$ cat config.mk
export PLATFORM = sky130hd
export DESIGN_NAME = card_marking_write_barrier
export DESIGN_NICKNAME = d
export VERILOG_FILES = /design/src/hdl/cmwb_pkg.sv /design/src/hdl/cmwb_classify.sv /design/src/hdl/cmwb_counters.sv /design/src/hdl/card_marking_write_barrier.sv
export SDC_FILE = /design/constraint.sdc
export NUM_CORES = 1
export LEC_CHECK = 0
export BUFFER_PORTS_ARGS = -buffer_cell sky130_fd_sc_hd__clkbuf_2
export CAP_MARGIN = 30
export CORE_UTILIZATION = 59
export DETAILED_ROUTE_END_ITERATION = 8
export PLACE_DENSITY = 0.87
export SLEW_MARGIN = 20
export SYNTH_ARGS = -nofsm -noshare
export SYNTH_HDL_FRONTEND = slang
export SYNTH_SLANG_ARGS = --single-unit
$ cat constraint.sdc
create_clock -name clk_i -period 8.95 [get_ports clk_i]
set_clock_uncertainty 0.1 [all_clocks]
set_input_delay 0.4475 -clock clk_i [delete_from_list [all_inputs] [get_ports clk_i]]
set_output_delay 0.4475 -clock clk_i [all_outputs]
set_load 0.005 [all_outputs]
$ cat src/hdl/cmwb_pkg.sv
// shared types and constants for the card-marking write barrier
// no dependencies; used by every module under hdl
`default_nettype none

package cmwb_pkg;

  localparam int unsigned BASE_W     = 48;
  localparam int unsigned LEN_W      = 49;
  localparam int unsigned TAG_W      = 16;
  localparam int unsigned MADDR_W    = 48;
  localparam int unsigned VIEW_W     = 32;
  localparam int unsigned CFG_DATA_W = 49;
  localparam int unsigned CFG_IDX_W  = 3;
  localparam int unsigned NUM_CNT    = 5;

  // register indexes on the config port
  localparam logic [CFG_IDX_W-1:0] REG_TABLE_ACTIVE = 3'd0;
  localparam logic [CFG_IDX_W-1:0] REG_OLD_BASE     = 3'd1;
  localparam logic [CFG_IDX_W-1:0] REG_OLD_LENGTH   = 3'd2;
  localparam logic [CFG_IDX_W-1:0] REG_YOUNG_BASE   = 3'd3;
  localparam logic [CFG_IDX_W-1:0] REG_YOUNG_LENGTH = 3'd4;
  localparam logic [CFG_IDX_W-1:0] REG_OBJECT_TAG   = 3'd5;
  localparam logic [CFG_IDX_W-1:0] REG_STRING_TAG   = 3'd6;
  localparam logic [CFG_IDX_W-1:0] REG_BIGINT_TAG   = 3'd7;

  // verdict codes
  localparam logic [2:0] VERDICT_NULL_HOLDER = 3'd0;
  localparam logic [2:0] VERDICT_NOT_PTR     = 3'd1;
  localparam logic [2:0] VERDICT_NOT_OLD     = 3'd2;
  localparam logic [2:0] VERDICT_NOT_YOUNG   = 3'd3;
  localparam logic [2:0] VERDICT_MARKED      = 3'd4;

  // counter slots
  localparam int unsigned CNT_CALLS     = 0;
  localparam int unsigned CNT_NON_PTR   = 1;
  localparam int unsigned CNT_NON_OLD   = 2;
  localparam int unsigned CNT_NON_YOUNG = 3;
  localparam int unsigned CNT_MARKED    = 4;

  typedef struct packed {
    logic [63:0] holder_word;
    logic [63:0] stored_word;
  } in_word_t;

  typedef struct packed {
    logic [VIEW_W-1:0] calls_seen;
    logic [VIEW_W-1:0] non_pointer_seen;
    logic [VIEW_W-1:0] non_old_seen;
    logic [VIEW_W-1:0] non_young_seen;
    logic [VIEW_W-1:0] marked_seen;
  } counts_t;

  typedef struct packed {
    logic               mark;
    logic [MADDR_W-1:0] mark_address;
    logic [2:0]         verdict;
    logic [VIEW_W-1:0]  calls_seen;
    logic [VIEW_W-1:0]  non_pointer_seen;
    logic [VIEW_W-1:0]  non_old_seen;
    logic [VIEW_W-1:0]  non_young_seen;
    logic [VIEW_W-1:0]  marked_seen;
  } out_word_t;

  typedef struct packed {
    logic              table_active;
    logic [BASE_W-1:0] old_base;
    logic [LEN_W-1:0]  old_length;
    logic [BASE_W-1:0] young_base;
    logic [LEN_W-1:0]  young_length;
    logic [TAG_W-1:0]  object_tag;
    logic [TAG_W-1:0]  string_tag;
    logic [TAG_W-1:0]  bigint_tag;
  } cfg_t;

  // counter update request from the classifier stage
  typedef struct packed {
    logic       fire;
    logic [2:0] verdict;
  } cnt_evt_t;

endpackage

`default_nettype wire

$ cat src/hdl/cmwb_classify.sv
// store classifier: pointer decode, old and young range tests, verdict
// purely combinational; uses cmwb_pkg types and verdict codes
`default_nettype none

module cmwb_classify #(
  parameter int unsigned ADDR_BITS = 48
) (
  input  cmwb_pkg::in_word_t          item_i,
  input  cmwb_pkg::cfg_t              cfg_i,
  output logic [2:0]                  verdict_o,
  output logic [cmwb_pkg::MADDR_W-1:0] mark_address_o
);

  localparam int unsigned TAG_BITS = 64 - ADDR_BITS;
  localparam int unsigned TW = (TAG_BITS > cmwb_pkg::TAG_W) ? TAG_BITS : cmwb_pkg::TAG_W;
  localparam int unsigned RW =
      ((ADDR_BITS > cmwb_pkg::LEN_W) ? ADDR_BITS : cmwb_pkg::LEN_W) + 1;

  logic [ADDR_BITS-1:0] holder;
  logic [ADDR_BITS-1:0] payload;
  logic [TW-1:0]        tag;
  logic                 tag_match;
  logic                 is_ptr;
  logic [RW-1:0]        h_ext, ob_ext, ol_ext, h_diff;
  logic [RW-1:0]        p_ext, yb_ext, yl_ext, p_diff;
  logic                 holder_old;
  logic                 ptr_young;
  logic [63:0]          holder_wide;

  always_comb begin
    holder  = item_i.holder_word[ADDR_BITS-1:0];
    payload = item_i.stored_word[ADDR_BITS-1:0];
    tag     = TW'(item_i.stored_word[63:ADDR_BITS]);

    tag_match = (tag == TW'(cfg_i.object_tag)) || (tag == TW'(cfg_i.string_tag)) ||
                (tag == TW'(cfg_i.bigint_tag));
    // untagged word or configured tag, and the address part must be nonzero
    is_ptr = (payload != '0) && ((tag == '0) || tag_match);

    h_ext  = RW'(holder);
    ob_ext = RW'(cfg_i.old_base);
    ol_ext = RW'(cfg_i.old_length);
    h_diff = h_ext - ob_ext;
    holder_old = (ol_ext != '0) && (h_ext >= ob_ext) && (h_diff < ol_ext);

    p_ext  = RW'(payload);
    yb_ext = RW'(cfg_i.young_base);
    yl_ext = RW'(cfg_i.young_length);
    p_diff = p_ext - yb_ext;
    ptr_young = (yl_ext != '0) && (p_ext >= yb_ext) && (p_diff < yl_ext);

    holder_wide    = 64'(holder);
    mark_address_o = '0;

    if (holder == '0) begin
      verdict_o = cmwb_pkg::VERDICT_NULL_HOLDER;
    end else if (!is_ptr) begin
      verdict_o = cmwb_pkg::VERDICT_NOT_PTR;
    end else if (!cfg_i.table_active || !holder_old) begin
      verdict_o = cmwb_pkg::VERDICT_NOT_OLD;
    end else if (!ptr_young) begin
      verdict_o = cmwb_pkg::VERDICT_NOT_YOUNG;
    end else begin
      verdict_o      = cmwb_pkg::VERDICT_MARKED;
      mark_address_o = holder_wide[cmwb_pkg::MADDR_W-1:0];
    end
  end

endmodule

`default_nettype wire

$ cat src/hdl/cmwb_counters.sv
// five wrapping statistics counters, bumped by verdict
// presents the post-update values as 32-bit views; uses cmwb_pkg
`default_nettype none

module cmwb_counters #(
  parameter int unsigned COUNT_BITS = 32
) (
  input  logic                clk_i,
  input  logic                rst_ni,
  input  cmwb_pkg::cnt_evt_t  evt_i,
  output cmwb_pkg::counts_t   next_o
);

  localparam int unsigned VW =
      (COUNT_BITS > cmwb_pkg::VIEW_W) ? COUNT_BITS : cmwb_pkg::VIEW_W;

  logic [COUNT_BITS-1:0]    cnt_q [cmwb_pkg::NUM_CNT];
  logic [COUNT_BITS-1:0]    cnt_d [cmwb_pkg::NUM_CNT];
  logic [cmwb_pkg::NUM_CNT-1:0] hit;
  logic [VW-1:0]            view [cmwb_pkg::NUM_CNT];

  always_comb begin
    hit = '0;
    hit[cmwb_pkg::CNT_CALLS]     = 1'b1;
    hit[cmwb_pkg::CNT_NON_PTR]   = (evt_i.verdict == cmwb_pkg::VERDICT_NOT_PTR);
    hit[cmwb_pkg::CNT_NON_OLD]   = (evt_i.verdict == cmwb_pkg::VERDICT_NOT_OLD);
    hit[cmwb_pkg::CNT_NON_YOUNG] = (evt_i.verdict == cmwb_pkg::VERDICT_NOT_YOUNG);
    hit[cmwb_pkg::CNT_MARKED]    = (evt_i.verdict == cmwb_pkg::VERDICT_MARKED);
    for (int i = 0; i < cmwb_pkg::NUM_CNT; i++) begin
      cnt_d[i] = (evt_i.fire && hit[i]) ? cnt_q[i] + COUNT_BITS'(1) : cnt_q[i];
      view[i]  = VW'(cnt_d[i]);
    end
    next_o.calls_seen       = view[cmwb_pkg::CNT_CALLS][cmwb_pkg::VIEW_W-1:0];
    next_o.non_pointer_seen = view[cmwb_pkg::CNT_NON_PTR][cmwb_pkg::VIEW_W-1:0];
    next_o.non_old_seen     = view[cmwb_pkg::CNT_NON_OLD][cmwb_pkg::VIEW_W-1:0];
    next_o.non_young_seen   = view[cmwb_pkg::CNT_NON_YOUNG][cmwb_pkg::VIEW_W-1:0];
    next_o.marked_seen      = view[cmwb_pkg::CNT_MARKED][cmwb_pkg::VIEW_W-1:0];
  end

  always_ff @(posedge clk_i or negedge rst_ni) begin
    if (!rst_ni) begin
      for (int i = 0; i < cmwb_pkg::NUM_CNT; i++) begin
        cnt_q[i] <= '0;
      end
    end else begin
      for (int i = 0; i < cmwb_pkg::NUM_CNT; i++) begin
        cnt_q[i] <= cnt_d[i];
      end
    end
  end

endmodule

`default_nettype wire

$ cat src/hdl/card_marking_write_barrier.sv
// a store word passes the input register, the classifier and the output register
// throughput: one store word per cycle while the output is not stalled
// in_stall_o rises only when both stages are full and the output is stalled
// reset clears the config registers, the counters and both stage valids
// depends on cmwb_pkg, cmwb_classify and cmwb_counters
`default_nettype none

module card_marking_write_barrier #(
  parameter int unsigned ADDR_BITS  = 48,
  parameter int unsigned COUNT_BITS = 32
) (
  input  logic                              clk_i,
  input  logic                              rst_ni,
  input  logic                              cfg_we_i,
  input  logic [cmwb_pkg::CFG_IDX_W-1:0]    cfg_index_i,
  input  logic [cmwb_pkg::CFG_DATA_W-1:0]   cfg_data_i,
  input  logic                              in_valid_i,
  output logic                              in_stall_o,
  input  cmwb_pkg::in_word_t                in_data_i,
  output logic                              out_valid_o,
  input  logic                              out_stall_i,
  output cmwb_pkg::out_word_t               out_data_o
);

  cmwb_pkg::cfg_t      cfg_q;
  cmwb_pkg::in_word_t  in_q;
  logic                in_valid_q;
  cmwb_pkg::out_word_t out_q;
  logic                out_valid_q;

  logic                          out_load;
  logic                          in_load;
  logic [2:0]                    verdict;
  logic [cmwb_pkg::MADDR_W-1:0]  mark_address;
  cmwb_pkg::cnt_evt_t            cnt_evt;
  cmwb_pkg::counts_t             counts;

  assign out_load   = !out_valid_q || !out_stall_i;
  assign in_load    = !in_valid_q || out_load;
  assign in_stall_o = !in_load;

  assign out_valid_o = out_valid_q;
  assign out_data_o  = out_q;

  // config registers
  always_ff @(posedge clk_i or negedge rst_ni) begin
    if (!rst_ni) begin
      cfg_q <= '0;
    end else if (cfg_we_i) begin
      case (cfg_index_i)
        cmwb_pkg::REG_TABLE_ACTIVE: cfg_q.table_active <= cfg_data_i[0];
        cmwb_pkg::REG_OLD_BASE:     cfg_q.old_base     <= cfg_data_i[cmwb_pkg::BASE_W-1:0];
        cmwb_pkg::REG_OLD_LENGTH:   cfg_q.old_length   <= cfg_data_i[cmwb_pkg::LEN_W-1:0];
        cmwb_pkg::REG_YOUNG_BASE:   cfg_q.young_base   <= cfg_data_i[cmwb_pkg::BASE_W-1:0];
        cmwb_pkg::REG_YOUNG_LENGTH: cfg_q.young_length <= cfg_data_i[cmwb_pkg::LEN_W-1:0];
        cmwb_pkg::REG_OBJECT_TAG:   cfg_q.object_tag   <= cfg_data_i[cmwb_pkg::TAG_W-1:0];
        cmwb_pkg::REG_STRING_TAG:   cfg_q.string_tag   <= cfg_data_i[cmwb_pkg::TAG_W-1:0];
        cmwb_pkg::REG_BIGINT_TAG:   cfg_q.bigint_tag   <= cfg_data_i[cmwb_pkg::TAG_W-1:0];
        default: ;
      endcase
    end
  end

  cmwb_classify #(
    .ADDR_BITS(ADDR_BITS)
  ) u_classify (
    .item_i        (in_q),
    .cfg_i         (cfg_q),
    .verdict_o     (verdict),
    .mark_address_o(mark_address)
  );

  // counters advance only when the word moves into the output register
  assign cnt_evt.fire    = in_valid_q && out_load;
  assign cnt_evt.verdict = verdict;

  cmwb_counters #(
    .COUNT_BITS(COUNT_BITS)
  ) u_counters (
    .clk_i (clk_i),
    .rst_ni(rst_ni),
    .evt_i (cnt_evt),
    .next_o(counts)
  );

  always_ff @(posedge clk_i or negedge rst_ni) begin
    if (!rst_ni) begin
      in_valid_q  <= 1'b0;
      out_valid_q <= 1'b0;
    end else begin
      if (in_load) begin
        in_valid_q <= in_valid_i;
      end
      if (out_load) begin
        out_valid_q <= in_valid_q;
      end
    end
  end

  always_ff @(posedge clk_i) begin
    if (in_load && in_valid_i) begin
      in_q <= in_data_i;
    end
    if (cnt_evt.fire) begin
      out_q.mark             <= (verdict == cmwb_pkg::VERDICT_MARKED);
      out_q.mark_address     <= mark_address;
      out_q.verdict          <= verdict;
      out_q.calls_seen       <= counts.calls_seen;
      out_q.non_pointer_seen <= counts.non_pointer_seen;
      out_q.non_old_seen     <= counts.non_old_seen;
      out_q.non_young_seen   <= counts.non_young_seen;
      out_q.marked_seen      <= counts.marked_seen;
    end
  end

endmodule

`default_nettype wire

* Yosys cells after proc, flatten, opt, wreduce, memory -nomap -nowiden
Index checks and enable logic that the tools add are counted.
** Storage, ports and cells
- ROM bits :: 0
- Bits in latches :: 0
- RAM bits :: 0
- Output and inout bits :: 214
- Register bits after elaboration :: 729
- Memories kept :: 0
** Operators by class
- $mul :: 0
- Eq/ne operators :: 14
- Bitwise gates (word level) :: 2
- $add $sub $neg :: 7
- Divide/modulo/power cells :: 0
- Muxes and demuxes :: 9
- $lt $le $gt $ge :: 4
- Reductions and logical operators :: 38
- Shift-type cells :: 0
** Operators with widths (number)
- $add A32 B1 Y32 const B :: 5
- $mux W32 :: 5
- $lt A50 B49 Y1 :: 2
- $reduce_bool A49 Y1 :: 2
- $sub A48 B48 Y49 :: 2
- $ge A48 B48 Y1 :: 2
- $eq A16 B16 Y1 :: 3
- $logic_not A48 Y1 :: 1
- $reduce_bool A48 Y1 :: 1
- $logic_not A16 Y1 :: 1
- $reduce_and A2 Y1 :: 8
- $eq A3 B3 Y1 const B :: 5
- $eq A3 B2 Y1 const B :: 4
- $mux W3 :: 4
- $logic_and A1 B1 Y1 :: 11
- $eq A3 B1 Y1 const B :: 2
- $logic_not A1 Y1 :: 6
- $logic_or A1 B1 Y1 :: 6
- $reduce_or A4 Y1 :: 1
- $logic_not A3 Y1 :: 1
- $not A1 Y1 :: 2

* Longest topological paths before layout
- Depth after elaboration :: 11
- Mapped depth :: 27
- Mapped depth without buffers :: 25

* By module
From an unflattened synthesis, not the netlist that was laid out.
** Second synthesis, totals
- Cell total of the unflattened synthesis :: 2906
- Area, all modules :: 36254.8 um^2
** By module, submodules not included
- card_marking_write_barrier :: sequential area each 16340.7 um^2, instances 1, cells an instance 870, area an instance 19678.9 um^2
- cmwb_classify :: sequential area each 0.0 um^2, instances 1, cells an instance 1406, area an instance 9509.1 um^2
- cmwb_counters :: sequential area each 4003.8 um^2, instances 1, cells an instance 630, area an instance 7066.8 um^2

* Worst setup path before layout
OpenSTA, ideal clock, no wires.
- Kind :: flip-flop to flip-flop
- Start point :: register in_q[68] in the netlist's numbering
- End point :: register out_q, in the netlist out_data_o[58], data pin
- Slack :: 2.783 ns
- Cell stages (with the launch flop) :: 24
- Arrival :: 5.804 ns
- Buffers on the path :: 1
- Cell sequence :: edfxtp_1 > ha_1 > a211oi_1 > o21ai_0 > o221ai_1 > nor4b_1 > o31ai_1 > a211oi_1 > o211ai_1 > a311oi_1 > nor2_1 > xor2_1 > ha_1 > a21o_1 > a21o_1 > a21oi_1 > o211ai_1 > a2111o_1 > a211o_1 > a211o_4 > a2111oi_4 > buf_6 > nand4_1 > xnor2_1
** RTL lines
- start: declaration :: RTL line card_marking_write_barrier.sv:26 : cmwb_pkg::in_word_t in_q;
- start signal: assignment :: RTL line card_marking_write_barrier.sv:102 : in_q <= in_data_i;
- end: declaration :: RTL line card_marking_write_barrier.sv:28 : cmwb_pkg::out_word_t out_q;

==> summary.txt <==
Clocking
  – PostCTS Resize Cnt: 0
  – CTS tree: built
  – Number of setup buffers added after CTS: 0
  – Later-pin clock latency in the skew report: 630 ps
  – Clock Path Buffers: 3
  – Worst-path clk slew: 70 ps
  – CTS sink count: 729
  – Root buffer cell: clkbuf_16
  – Hold buffer count at CTS: 119
  – H-tree depth: 3
  – TritonCTS Buffers: 75

Setup path
  – CP required: 9180 ps
  – Crit path kind: reg -> reg
  – Highest fanout seen on the critical path: 18
  – Slowest stage delay, CP: 740 ps
  – Setup crit end kind: flip-flop
  – Startpoint types: flip-flop
  – Crit-path cells: ha_1 > a21oi_1 > o21ai_0 > or3_1 > o22ai_1 > o21ai_0 > a41oi_1 > a31o_2 > a311oi_1 > or4b_2 > nand3_1 > ha_1 > a21o_1 > a21o_1 > a21oi_1 > o211ai_1 > o31a_1 > nor4_4 > nand4_2 > nor4_1 > xor2_1
  – CP max-delay cell: nand4_2
  – Worst EP arrival: 8010 ps

Synthesis
  – Top_reg_cell synth: dfrtp_1
  – EDFF count, synth: 324
  – Top cell type's share of synthesized area: 0.292
  – Post-Syn Instances: 2,992
  – Top post-synthesis cells by area: dfrtp_1 (29%), edfxtp_1 (28%), ha_1 (7.0%)
  – Post-Syn Area per Cell: 11.6 um^2
  – Synth Register Bits: 729
  – Post-synthesis sequential area ratio: 0.571
  – Mapped cell area: 34,800 um^2
  – Cell variety after synth: 78
  – Async set-reset flop share out of synthesis: 0.556
  – Leading area contributor after synthesis: dfrtp_1
  – Syn nets: 3,374
  – Synth warn: 0

Floorplan
  – Rows: 88
  – Initial Util: 0.600
  – Die width: 245 um
  – Num ports: 399
  – Die Y: 245 um
  – Die area: 59,900 um^2
  – CORE AREA: 57,900 um^2

Routing
  – Routed via count: 25,600
  – DRT antenna net count: 0
  – WL final: 91,000 um
  – Iter 0 DRT Violations: 2,073
  – WL/cell: 21.0 um
  – DRC: 0
  – Vias/cell: 5.90
  – Drt pass-1 iters: 5

Placement
  – Hpwl dp: 63,500 um
  – Buffers added on ports: 382
  – Placed cell count: 4,079
  – Place WS: 1490 ps
  – Final Wtd Congestion: 0.918

Cells and area
  – Final nets: 3,895
  – Layout area overhead: 18.6%
  – Non-Filler Instances: 4,341
  – Share of layout cells above drive strength 1: 0.180

Global routing
  – Vias in the first global route: 25,800
  – First-pass GRT wire length: 141,000 um
  – Total Routing Usage GR: 0.305
  – Largest net degree at the start of global routing: 165
  – Initial antenna violation count: 4
  – Total grt overflow: 0

Run
  – Max-cap violation count: 0

Power
  – Power per cell area: 238 nW/um^2
  – Leak: 18.2 nW
  – Worst vdd ir: 0.230 mV

STA
  – Final setup violation count: 0
  – Worst-margin pin slew: 1070 ps
  – Setup TNS: 0 ps
  – Slew Limit Headroom: 0.283
  – Max Slew Vio Count: 0
  – Final period util: 0.869
  – Peak Freq: 0.129 GHz
  – Endpoints failing hold: 0
  – Setup ws final: 1170 ps
  – Min cycle time layout: 7780 ps
  – RSZ-0062 raised after global routing: false

Outcome
  – Outcome: finished, final reports clean

Worst hold path
  – Worst Hold Class: in -> reg
[final timing paths]
kind	start	end	slack, ps	cells after the start
min in group asynchronous	rst_ni	cfg_q[135]	350	2
setup reg to reg	in_q[8]	out_data_o[21]	1170	21
hold / removal	cfg_data_i[44]	cfg_q[238]	40	3
hold reg to reg	u_counters.cnt_q[31]	u_counters.cnt_q[31]	360	1
max in group asynchronous	rst_ni	u_counters.cnt_q[36]	6290	4
setup / recovery	in_q[8]	out_data_o[21]	1170	21
[where the power goes]
part	total [W]	internal, W	switching (W)	leakage, nW
sequential	0.00413	0.00390	0.000234	8.34
combinational	0.00255	0.00107	0.00147	8.70
clock	0.00315	0.00183	0.00131	1.19
total	0.00982	0.00680	0.00302	18.2
[area by class of cell]
cell class,count,area [um^2]
Sequential cell,729,19900
Fill cell,3922,16700
Multi-Input combinational cell,1955,13800
Timing Repair Buffer,522,3320
Clock buffer,111,2170
Tap cell,765,957
Inverter,230,863
Clock inverter,24,300
Antenna cell,5,12.5
[layer usage]
metal / up-vias / track usage / wire, um
li1: 11800 / - / -
met1: 12500 / 0.397 / 37000
met2: 1056 / 0.501 / 43400
met3: 285 / 0.0419 / 5520
met4: 2 / 0.156 / 5160
met5: - / 0 / 9
[cell usage in the layout (no fill, tap or decap), types with 91 or more instances in the layout]
master         netlist  routed
dfrtp_1            405     405
clkbuf_2             1     381
edfxtp_1           324     324
nand2_1            258     258
inv_1              230     230
o21ai_0            206     206
ha_1               195     195
xnor2_1            166     166
a21oi_1            137     137
xor2_1             125     125
dlygate4sd3_1        0     119
mux2_2             107     107
nand4_1             94      94
nor2_1              91      91
[Yosys cell counts (16+ instances only)]
library cell and n:
nand4_1 94, xnor2_1 166, nor2b_1 16, o21bai_1 18
inv_1 230, dfrtp_1 405, nor3_1 39, o21ai_0 206
ha_1 195, clkbuf_1 60, and2_1 60, nor4_1 75
nor2_1 91, a21o_1 50, edfxtp_1 324, a21oi_1 137
and3_1 51, nand2_1 258, a211oi_1 17, nand3_1 89
xor2_1 125, mux2_2 107
[sequential cells by signal (all words and copies together), names as in the netlist]
signal and cells:
cfg_q 243, in_q 112, in_valid_q 1, out_data_o 212, out_valid_o 1, u_counters.cnt_q 160
[cell families (layout without fill, tap and decap cells)]
| family | Yosys count | in the layout | share of synthesized area |
|---|---|---|---|
| mux | 108 | 108 | 0.0349 |
| flops | 729 | 729 | 0.571 |
| fa+ha+maj | 197 | 197 | 0.0713 |
| xor+xnor | 291 | 291 | 0.0733 |
| other cells | 0 | 5 | 0 |
| compound gates | 528 | 528 | 0.0919 |
| buf+inv | 308 | 887 | 0.0338 |
| simple gates | 831 | 831 | 0.123 |
[stage by stage]
step           power, W  instance area [um^2]  utilization  hold WS [ps]
3_3_place_gp    0.00654                 37500        0.648           348
2_1_floorplan   0.00588                 34800            -          51.9
4_1_cts         0.00981                 41200        0.711          12.4
6_report        0.00982                 41200        0.712          36.5
5_1_grt          0.0103                 41200        0.712          34.3
3_5_place_dp    0.00663                 37500        0.648           355
[worst max-delay path, delay by kind of cell, from the launching register on]
kind	cells	cell delay [ps]
and+or+nand+nor	6	3240
AOI/OAI and AO/OA	12	2890
adders and majority gates	2	640
DFF	1	420
xor gates and xnor gates	1	200
Power figures use the tool's default switching activity.
